`src/hw/rtl/thc_pkg.sv`:
```
`timescale 1ns / 1ps
// ----------------------------------------------------------------------------
// thc_pkg
// Shared types and constants for the temperature / humidity compensation
// pipeline: register indexes, coefficient bundle and polynomial constants.
// ----------------------------------------------------------------------------
package thc_pkg;

  localparam int unsigned CfgIndexW = 3;
  localparam int unsigned CfgDataW  = 24;

  localparam logic [CfgIndexW-1:0] REG_TEMP_COEF_1  = 3'd0;
  localparam logic [CfgIndexW-1:0] REG_TEMP_COEF_2  = 3'd1;
  localparam logic [CfgIndexW-1:0] REG_TEMP_COEF_3  = 3'd2;
  localparam logic [CfgIndexW-1:0] REG_HUM_COEF_1   = 3'd3;
  localparam logic [CfgIndexW-1:0] REG_HUM_COEF_2   = 3'd4;
  localparam logic [CfgIndexW-1:0] REG_HUM_COEF_3   = 3'd5;
  localparam logic [CfgIndexW-1:0] REG_HUM_COEF_4_5 = 3'd6;
  localparam logic [CfgIndexW-1:0] REG_HUM_COEF_6   = 3'd7;

  localparam logic signed [31:0] FineOffset = 32'sd76800;
  localparam logic signed [31:0] HumRound   = 32'sd16384;
  localparam logic signed [31:0] HumBias    = 32'sd32768;
  localparam logic signed [31:0] HumGainOff = 32'sd2097152;
  localparam logic signed [31:0] GainRound  = 32'sd8192;
  localparam logic signed [31:0] HumMax     = 32'sd419430400;
  localparam logic signed [31:0] TempRound  = 32'sd128;

  typedef struct packed {
    logic [15:0] t1;
    logic [15:0] t2;
    logic [15:0] t3;
    logic [7:0]  h1;
    logic [15:0] h2;
    logic [7:0]  h3;
    logic [11:0] h4;
    logic [11:0] h5;
    logic [7:0]  h6;
  } coef_t;

endpackage

```
`src/hw/rtl/thc_cfg.sv`:
```
`timescale 1ns / 1ps
// ----------------------------------------------------------------------------
// thc_cfg
// Calibration coefficient registers, written through a plain write port.
// ----------------------------------------------------------------------------
module thc_cfg (
  input  logic                              clk,
  input  logic                              rst,
  input  logic                              cfg_we,
  input  logic [thc_pkg::CfgIndexW-1:0]     cfg_index,
  input  logic [thc_pkg::CfgDataW-1:0]      cfg_data,
  output thc_pkg::coef_t                    coef
);

  thc_pkg::coef_t regs;

  always_ff @(posedge clk) begin
    if (rst) begin
      regs <= '0;
    end else if (cfg_we) begin
      case (cfg_index)
        thc_pkg::REG_TEMP_COEF_1:  regs.t1 <= cfg_data[15:0];
        thc_pkg::REG_TEMP_COEF_2:  regs.t2 <= cfg_data[15:0];
        thc_pkg::REG_TEMP_COEF_3:  regs.t3 <= cfg_data[15:0];
        thc_pkg::REG_HUM_COEF_1:   regs.h1 <= cfg_data[7:0];
        thc_pkg::REG_HUM_COEF_2:   regs.h2 <= cfg_data[15:0];
        thc_pkg::REG_HUM_COEF_3:   regs.h3 <= cfg_data[7:0];
        thc_pkg::REG_HUM_COEF_4_5: begin
          regs.h4 <= cfg_data[11:0];
          regs.h5 <= cfg_data[23:12];
        end
        thc_pkg::REG_HUM_COEF_6:   regs.h6 <= cfg_data[7:0];
        default:                   regs <= regs;
      endcase
    end
  end

  assign coef = regs;

endmodule

```
`config.mk`:
```
export PLATFORM = sky130hd
export DESIGN_NAME = thc_cfg
export DESIGN_NICKNAME = d
export VERILOG_FILES = /design/src/hw/rtl/thc_pkg.sv /design/src/hw/rtl/thc_cfg.sv
export SDC_FILE = /design/constraint.sdc
export NUM_CORES = 1
export LEC_CHECK = 0
export BUFFER_PORTS_ARGS = -buffer_cell sky130_fd_sc_hd__buf_2
export CORE_MARGIN = 2
export CORE_UTILIZATION = 25
export CTS_CLUSTER_SIZE = 12
export DETAILED_ROUTE_END_ITERATION = 6
export GPL_ROUTABILITY_DRIVEN = 0
export GPL_TIMING_DRIVEN = 0
export PLACE_DENSITY = 0.57
export SETUP_SLACK_MARGIN = 0.05
export SLEW_MARGIN = 20
export SYNTH_ARGS = -nofsm -noshare
export SYNTH_HDL_FRONTEND = slang
export SYNTH_SLANG_ARGS = --single-unit
```
`constraint.sdc`:
```
create_clock -name clk -period 2.45 [get_ports clk]
set_input_delay 0.49 -clock clk [delete_from_list [all_inputs] [get_ports clk]]
set_output_delay 0.49 -clock clk [all_outputs]
set_load 0.02 [all_outputs]
```
==> impl_metrics.json <==
{
  "status": "finished clean",
  "vias_per_cell": 4.209,
  "synth_area_leader_cell": "dfxtp_1",
  "syn_area_per_cell_um2": 11.02,
  "finalSetupTns_ns": 0,
  "post_cts_buffers": 0,
  "synth.net_count": 438,
  "vdd.ir_drop.worst_mv": 0.3224,
  "drv_slew": 0,
  "reg2reg_setup_slack_ns": 1.81,
  "fin_nets": 585,
  "holdWs_ns": 0.3890,
  "nFillCells": 1856,
  "cts-root-buf": "clkbuf_16",
  "grtUsageMet2": 0.2363,
  "firstDrtPassIters": 4,
  "drc": 0,
  "ff_latch_area_um2": 2242,
  "ios": 142,
  "synth.distinct_cells": 15,
  "n_antenna_cell": 0,
  "p_leak_nw": 2.946,
  "initial_utilization": 0.2529,
  "cts_buffers": 9,
  "rows": 49,
  "fin_crit_sh": 0.6602,
  "use_met1": 0.1690,
  "setup_viol": 0,
  "drv_cap": 0,
  "power_frac_comb": 0.092,
  "power.switching_uw": 918.7,
  "startpoint_type": "primary input",
  "dieArea_um2": 19070,
  "clock.fmax_ghz": 0.6182,
  "cts_resized": 0,
  "htreeDepth": 3,
  "period_minus_slack_ns": 1.617,
  "clock_latency_ns": 0.35,
  "multi_input_area_um2": 2061,
  "slew_headroom": 0.5529,
  "rsz0062_at_grt": "false",
  "cp_max_fo": 10,
  "ys_seq_area_frac": 0.4987,
  "worstHoldPathCells": 3,
  "grt_usage": 0.1382,
  "largest_register_ffs": 112,
  "worstMarginPinSlew_ns": 0.6687,
  "clk_path_buf_depth": 2,
  "p_int_mw": 2.690,
  "core_um2": 17780,
  "cellPowerDensity_nw_per_um2": 629.1,
  "critical_path_class": "primary input to flip-flop",
  "syn2layout_area_growth_pct": 27.61,
  "hp-start": "cfg_data[22]",
  "synth_top_area_frac": 0.4987,
  "p_sw_frac": 0.2545,
  "grt-busiest-layer": "met2",
  "ys_seq_elements": 112,
  "worstPathArrival_ns": 1.84,
  "cts_tree": "built",
  "die_h_um": 138.1,
  "drt_iter0_markers": 121,
  "dp_hpwl_um": 9537,
  "power_mw": 3.609,
  "hp-class": "primary input to flip-flop",
  "grtUsageMet3": 0.03637,
  "clkTransAtPathRegs_ns": 0.08,
  "hold_path_end": "coef[18]",
  "num_vias": 3321,
  "ys_warn_count": 0,
  "drive_above_1_share": 0.2946,
  "postSynthCellCount": 408,
  "grt_max_degree": 19,
  "critical_path_required_ns": 2.67,
  "seqPwrFrac": 0.521,
  "die_w_um": 138.1,
  "ctsHoldBuffers": 0,
  "finClkSkew_ns": 0,
  "grt_pass1_vias": 3435,
  "syn_area_um2": 4496,
  "final_antenna_net_count": 0,
  "wl_per_cell_um": 16.52,
  "antenna_found_initial": 0,
  "wirelength_um": 13030,
  "portBuffers": 136,
  "final-hold-violation-count": 0,
  "clock_sinks": 112,
  "grt_pass1_wl_um": 19910,
  "setup.worst_path.end_class": "flip-flop",
  "ff2ff_path_depth": 2,
  "clockPowerShare": 0.387,
  "regToRegStartpoint": "coef[7]",
  "r2r_end": "coef[7]",
  "synth_area_leaders": "dfxtp_1, mux2i_1, nand2b_1, clkbuf_1, buf_2",
  "grt_overflow_total": 0
}
how the worst max path moves through the flow:
stage,start,endpoint,slack [ns],cells after the start
after floorplan,cfg_index[1],coef[102],0.79,5
after global placement,rst,coef[19],0.43,5
after detailed placement,cfg_index[1],coef[21],0.41,4
after CTS,cfg_index[2],coef[21],0.79,4
after global routing,rst,coef[19],0.69,5
final,cfg_index[2],coef[21],0.83,4
per-layer routing:
metal | part of all wire | vias to the layer above
li1 | - | 1635
met1 | 0.46 | 1592
met2 | 0.48 | 81
met3 | 0.050 | 13
met4 | 0.015 | 0
met5 | 0 | -
synth_stat cells, drive strengths merged:
library cell	number
and4b	1
buf	15
clkbuf	24
dfxtp	112
mux2i	112
nand2b	136
nand4	1
nand4b	3
nand4bb	2
nor4bb	1
or4b	1
logic make-up (layout without fill, tap and decap cells):
group         Yosys count  after routing  share of synthesized area
buf+inv                39            191                    0.04286
simple gates          145            145                     0.2090
mux                   112            112                     0.2494
flops                 112            112                     0.4987
power groups by stage:
| stage | logic, mW | clock network [mW] | registers (mW) |
|---|---|---|---|
| 2_1_floorplan | 0.161 | 0 | 1.97 |
| 3_3_place_gp | 0.335 | 0 | 1.92 |
| 3_5_place_dp | 0.339 | 0 | 1.92 |
| 4_1_cts | 0.340 | 1.45 | 1.88 |
| 5_1_grt | 0.360 | 1.52 | 1.89 |
| 6_report | 0.331 | 1.40 | 1.88 |
cell usage in the layout, fill, tap and decap left out, types with 2 or more instances in the layout:
master	synthesis	layout
buf_2	9	145
nand2b_1	136	136
mux2i_1	112	112
dfxtp_1	112	112
clkbuf_1	24	25
clkbuf_16	0	9
nand4b_1	3	3
buf_6	2	2
buf_1	2	2
nand4bb_1	2	2
clkinv_2	0	2
clkinvlp_4	0	2
layout make-up:
class,count,area share
buffer,39,0.03359
clock buffer,10,0.03991
clock inverter,6,0.007852
multi-input combinational,257,0.3592
sequential,112,0.3908
tap,229,0.04995
timing repair buffer,136,0.1186
worst max-delay path, stage by stage:
cell and delay (ns):
buf_2 0.16, nand4b_1 0.55, buf_2 0.47, mux2i_1 0.17
stage by stage:
step	instance area [um2]	setup slack, ns	instances	util
5_1_grt	5737	0.6863	789	0.3227
4_1_cts	5737	0.7891	789	0.3227
3_5_place_dp	5463	0.4053	773	0.3072
2_1_floorplan	4496	0.7913	408	-
6_report	5737	0.8325	789	0.3227
3_3_place_gp	5463	0.4321	773	0.3072
Power figures use the tool's default switching activity.
