<file path="src/hw/rtl/thc_pkg.sv">
`timescale 1ns / 1ps
// ----------------------------------------------------------------------------
// thc_pkg
// Shared types and constants for the temperature / humidity compensation
// pipeline: register indexes, coefficient bundle and polynomial constants.
// ----------------------------------------------------------------------------
package thc_pkg;

  localparam int unsigned CfgIndexW = 3;
  localparam int unsigned CfgDataW  = 24;

  localparam logic [CfgIndexW-1:0] REG_TEMP_COEF_1  = 3'd0;
  localparam logic [CfgIndexW-1:0] REG_TEMP_COEF_2  = 3'd1;
  localparam logic [CfgIndexW-1:0] REG_TEMP_COEF_3  = 3'd2;
  localparam logic [CfgIndexW-1:0] REG_HUM_COEF_1   = 3'd3;
  localparam logic [CfgIndexW-1:0] REG_HUM_COEF_2   = 3'd4;
  localparam logic [CfgIndexW-1:0] REG_HUM_COEF_3   = 3'd5;
  localparam logic [CfgIndexW-1:0] REG_HUM_COEF_4_5 = 3'd6;
  localparam logic [CfgIndexW-1:0] REG_HUM_COEF_6   = 3'd7;

  localparam logic signed [31:0] FineOffset = 32'sd76800;
  localparam logic signed [31:0] HumRound   = 32'sd16384;
  localparam logic signed [31:0] HumBias    = 32'sd32768;
  localparam logic signed [31:0] HumGainOff = 32'sd2097152;
  localparam logic signed [31:0] GainRound  = 32'sd8192;
  localparam logic signed [31:0] HumMax     = 32'sd419430400;
  localparam logic signed [31:0] TempRound  = 32'sd128;

  typedef struct packed {
    logic [15:0] t1;
    logic [15:0] t2;
    logic [15:0] t3;
    logic [7:0]  h1;
    logic [15:0] h2;
    logic [7:0]  h3;
    logic [11:0] h4;
    logic [11:0] h5;
    logic [7:0]  h6;
  } coef_t;

endpackage

</file>
<file path="src/hw/rtl/thc_temp_pipe.sv">
`timescale 1ns / 1ps
// ----------------------------------------------------------------------------
// thc_temp_pipe
// Three-stage temperature polynomial producing the fine temperature.
// ----------------------------------------------------------------------------
module thc_temp_pipe (
  input  logic                clk,
  input  logic                rst,
  input  thc_pkg::coef_t      coef,
  input  logic                in_valid,
  output logic                in_ready,
  input  logic [19:0]         raw_temp,
  input  logic [15:0]         raw_hum,
  output logic                out_valid,
  input  logic                out_ready,
  output logic signed [31:0]  fine,
  output logic [15:0]         hum_raw
);

  logic [2:0] vld;
  logic [2:0] en;

  logic signed [31:0] t1s, t2s, t3s;
  logic signed [31:0] a, d;
  logic signed [31:0] m1_next, m2_next, v1_next, m3_next, fine_next;

  logic signed [31:0] m1, m2, v1, m3, fine3;
  logic [15:0] hum1, hum2, hum3;

  always_comb begin
    en[2] = !vld[2] || out_ready;
    en[1] = !vld[1] || en[2];
    en[0] = !vld[0] || en[1];
  end

  assign t1s = $signed({16'd0, coef.t1});
  assign t2s = $signed({{16{coef.t2[15]}}, coef.t2});
  assign t3s = $signed({{16{coef.t3[15]}}, coef.t3});

  always_comb begin
    a         = $signed({15'd0, raw_temp[19:3]}) - $signed({15'd0, coef.t1, 1'b0});
    d         = $signed({16'd0, raw_temp[19:4]}) - t1s;
    m1_next   = a * t2s;
    m2_next   = d * d;
    v1_next   = m1 >>> 11;
    m3_next   = (m2 >>> 12) * t3s;
    fine_next = v1 + (m3 >>> 14);
  end

  always_ff @(posedge clk) begin
    if (rst) begin
      vld <= '0;
    end else begin
      if (en[0]) vld[0] <= in_valid;
      if (en[1]) vld[1] <= vld[0];
      if (en[2]) vld[2] <= vld[1];
    end
  end

  always_ff @(posedge clk) begin
    if (en[0]) begin
      m1   <= m1_next;
      m2   <= m2_next;
      hum1 <= raw_hum;
    end
    if (en[1]) begin
      v1   <= v1_next;
      m3   <= m3_next;
      hum2 <= hum1;
    end
    if (en[2]) begin
      fine3 <= fine_next;
      hum3  <= hum2;
    end
  end

  assign in_ready  = en[0];
  assign out_valid = vld[2];
  assign fine      = fine3;
  assign hum_raw   = hum3;

endmodule

</file>
<file path="config.mk">
export PLATFORM = sky130hd
export DESIGN_NAME = thc_temp_pipe
export DESIGN_NICKNAME = d
export VERILOG_FILES = /design/src/hw/rtl/thc_pkg.sv /design/src/hw/rtl/thc_temp_pipe.sv
export SDC_FILE = /design/constraint.sdc
export NUM_CORES = 2
export LEC_CHECK = 0
export BUFFER_PORTS_ARGS = -buffer_cell sky130_fd_sc_hd__buf_2
export CAP_MARGIN = 20
export CELL_PAD_IN_SITES_DETAIL_PLACEMENT = 0
export CELL_PAD_IN_SITES_GLOBAL_PLACEMENT = 1
export CORE_ASPECT_RATIO = 2
export CORE_MARGIN = 8
export CORE_UTILIZATION = 54
export CTS_CLUSTER_DIAMETER = 120
export DETAILED_ROUTE_END_ITERATION = 7
export PLACE_DENSITY = 0.89
export SYNTH_ARGS = -nofsm -noshare
export SYNTH_HDL_FRONTEND = slang
export SYNTH_SLANG_ARGS = --single-unit
</file>
<file path="constraint.sdc">
create_clock -name clk -period 15.27 [get_ports clk]
set_clock_uncertainty 0.05 [all_clocks]
set_input_delay 2.2905 -clock clk [delete_from_list [all_inputs] [get_ports clk]]
set_output_delay 2.2905 -clock clk [all_outputs]
set_load 0.1 [all_outputs]
</file>
==> metrics.cfg <==
[global_routing]
grt_pass1_vias = 27800
grt_max_degree = 58
grt_pass1_wl_mm = 139
grt_overflow = 0
antenna_found_initial = 0
grt.total_usage_pct = 24.3

[worst_setup_path]
critPathMaxFanout = 28
worst_setup_path_start_kind = input pin
crit_path_frequent_cell = fa_1
worstSetupEndpointType = flop
critPathMaxStageDelay_ps = 530
crit_slowest_cell = fa_1
critPathKind = input pin to flop
rrSetupSlack_ps = 8280
worstPathArrival_ps = 10850
crit_required_ps = 15410

[synthesis]
synth_edf_count = 150
async_reset_ff_share_pct = 0
syn_area_per_cell_um2 = 9.77
ys.warnings.count = 0
ys_ff_latch = 153
synth-seq-area-share_pct = 12.8
syn-cell-area_um2 = 35600
synth_fp_nets = 4888
synthFlopType = edfxtp_1
synth_cell_type_count = 76
synthCells = 3643

[place]
placed_cell_area_um2 = 37100
dp_hpwl_mm = 72.4
dp_cells = 4555
portBuffers = 134
place_congestion = 0.909

[route]
ant_nets = 0
postRouteWirelength_mm = 86.5
drc = 0
drt_iter0_drc = 1060
routed-via-count = 24400
vias_per_cell = 5.31
dr.pass1.iters = 5
wl_per_cell_um = 18.8

[clock_network]
tritoncts = built
cts.path.max_buffers = 3
cts_root_buf = clkbuf_16
h-tree-depth = 4
cts.sinks = 153
cts-buffers-inserted = 25
holdBufCountCts = 0
worstSkewPairLatency_ps = 480
cts-resized-gates = 0
clk_pin_slew_worst_paths_ps = 60
cts_setup_buffers = 0

[layout]
final_cells = 4590
area_growth_pct = 6.19
final_nets = 4952
utilization_pct = 57.7
mostFrequentLayoutCell = inv_1
drive_gt1_share_pct = 6.36
fin_area_um2 = 37800
fillCellCount = 5859
layout_common_cells = 995 x inv_1, 816 x fa_1, 463 x nand2_1
antennaDiodeCount = 0

[die]
die_y_um = 379
initial_core_util_pct = 54.3
die_x_um = 198
ios = 202
fp-row-count = 133
coreArea_um2 = 65600
dieArea_um2 = 74900

[run_status]
status = finished clean

[sta]
setup_violations = 0
hold_viol_final = 0
slew_viol_final = 0
worst_pin_slew_ps = 818
period_minus_slack_ps = 10710
fmax_mhz = 93.4
slew_headroom_pct = 45.5
rsz0062_at_grt = no
finalCritPeriodShare_pct = 70.1
fin_tns_setup_ps = 0

[flow_run]
drv_cap = 0

[hold_path]
hold_path_class = flop to flop

critical path: cells and delay by family:
| family | cells | cell delay (ps) |
|---|---|---|
| fa+ha+maj | 8 | 3470 |
| compound gates | 9 | 2010 |
| buf+inv | 7 | 770 |
| simple gates | 7 | 1660 |
| xor+xnor | 2 | 610 |
final timing paths:
check,startpoint,to,cells after the start
max,coef[100],m1[31]$_DFFE_PP_,33
min,hum2[8]$_DFFE_PP_,hum_raw[8]$_DFFE_PP_,0
max reg2reg,m2[20]$_DFFE_PP_,m3[31]$_DFFE_PP_,18
min reg2reg,hum2[8]$_DFFE_PP_,hum_raw[8]$_DFFE_PP_,0
cell type report:
class                           instances  area [um2]  share of cell area [%]
Clock buffer                           27         643                    1.70
Clock inverter                          6        30.0                  0.0794
Inverter                             1005        3770                    9.98
Multi-Input combinational cell       2358       26800                    70.9
Sequential cell                       153        4560                    12.1
Tap cell                              877        1100                    2.90
Timing Repair Buffer                  164         908                    2.40
cells by family after synthesis:
logic type,Yosys count,synth area share [%]
AO/OA/AOI/OAI,194,3.97
XOR/XNOR,131,3.27
adder cells (fa/ha/maj),1093,55.6
buffers and inverters,1132,12.0
flip-flops,153,12.8
multiplexers,2,0.0598
AND/OR/NAND/NOR,938,12.2
synthesized netlist by cell type (all sizes together), types with 5 or more instances:
| library cell | n | area, um2 |
|---|---|---|
| inv | 1000 | 3750 |
| fa | 816 | 16300 |
| nand2 | 464 | 1740 |
| ha | 277 | 3470 |
| and2 | 212 | 1330 |
| edfxtp | 150 | 4500 |
| nor2 | 138 | 523 |
| clkbuf | 113 | 424 |
| xnor2 | 101 | 892 |
| a21oi | 46 | 249 |
| o21ai | 33 | 169 |
| nand2b | 30 | 188 |
| xor2 | 30 | 270 |
| a21o | 29 | 218 |
| nor2b | 28 | 175 |
| o21a | 24 | 180 |
| nor3 | 22 | 110 |
| buf | 14 | 91.3 |
| a211oi | 12 | 113 |
| nand3 | 10 | 50.1 |
| and3 | 9 | 56.3 |
| a31o | 6 | 52.6 |
| or3 | 6 | 37.5 |
| a41oi | 5 | 62.6 |
| clkinv | 5 | 18.8 |
| o21bai | 5 | 37.5 |
stage by stage:
step | worst slack, ps | hold WS, ps
after floorplan | 5270 | 350
after global placement | 3790 | 350
after detailed placement | 3650 | 355
after CTS | 4140 | 352
after global routing | 4050 | 363
final | 4560 | 354
sequential cells by signal, summed over array words and instances (netlist names):
register / flops
fine: 22
m1: 21
v1: 21
m2: 20
m3: 18
hum1: 16
hum2: 16
hum_raw: 16
vld: 3
per-layer routing:
metal / up-vias / wire (um) / track usage (%)
met2: 712 / 48900 / 47.1
li1: 10700 / - / -
met5: - / 0 / 0
met4: 0 / 7840 / 18.9
met1: 12600 / 26900 / 22.8
met3: 354 / 2870 / 2.32
Power is not shown: default switching activity piles up to over one toggle a cycle in this logic, so the estimate is an artifact.
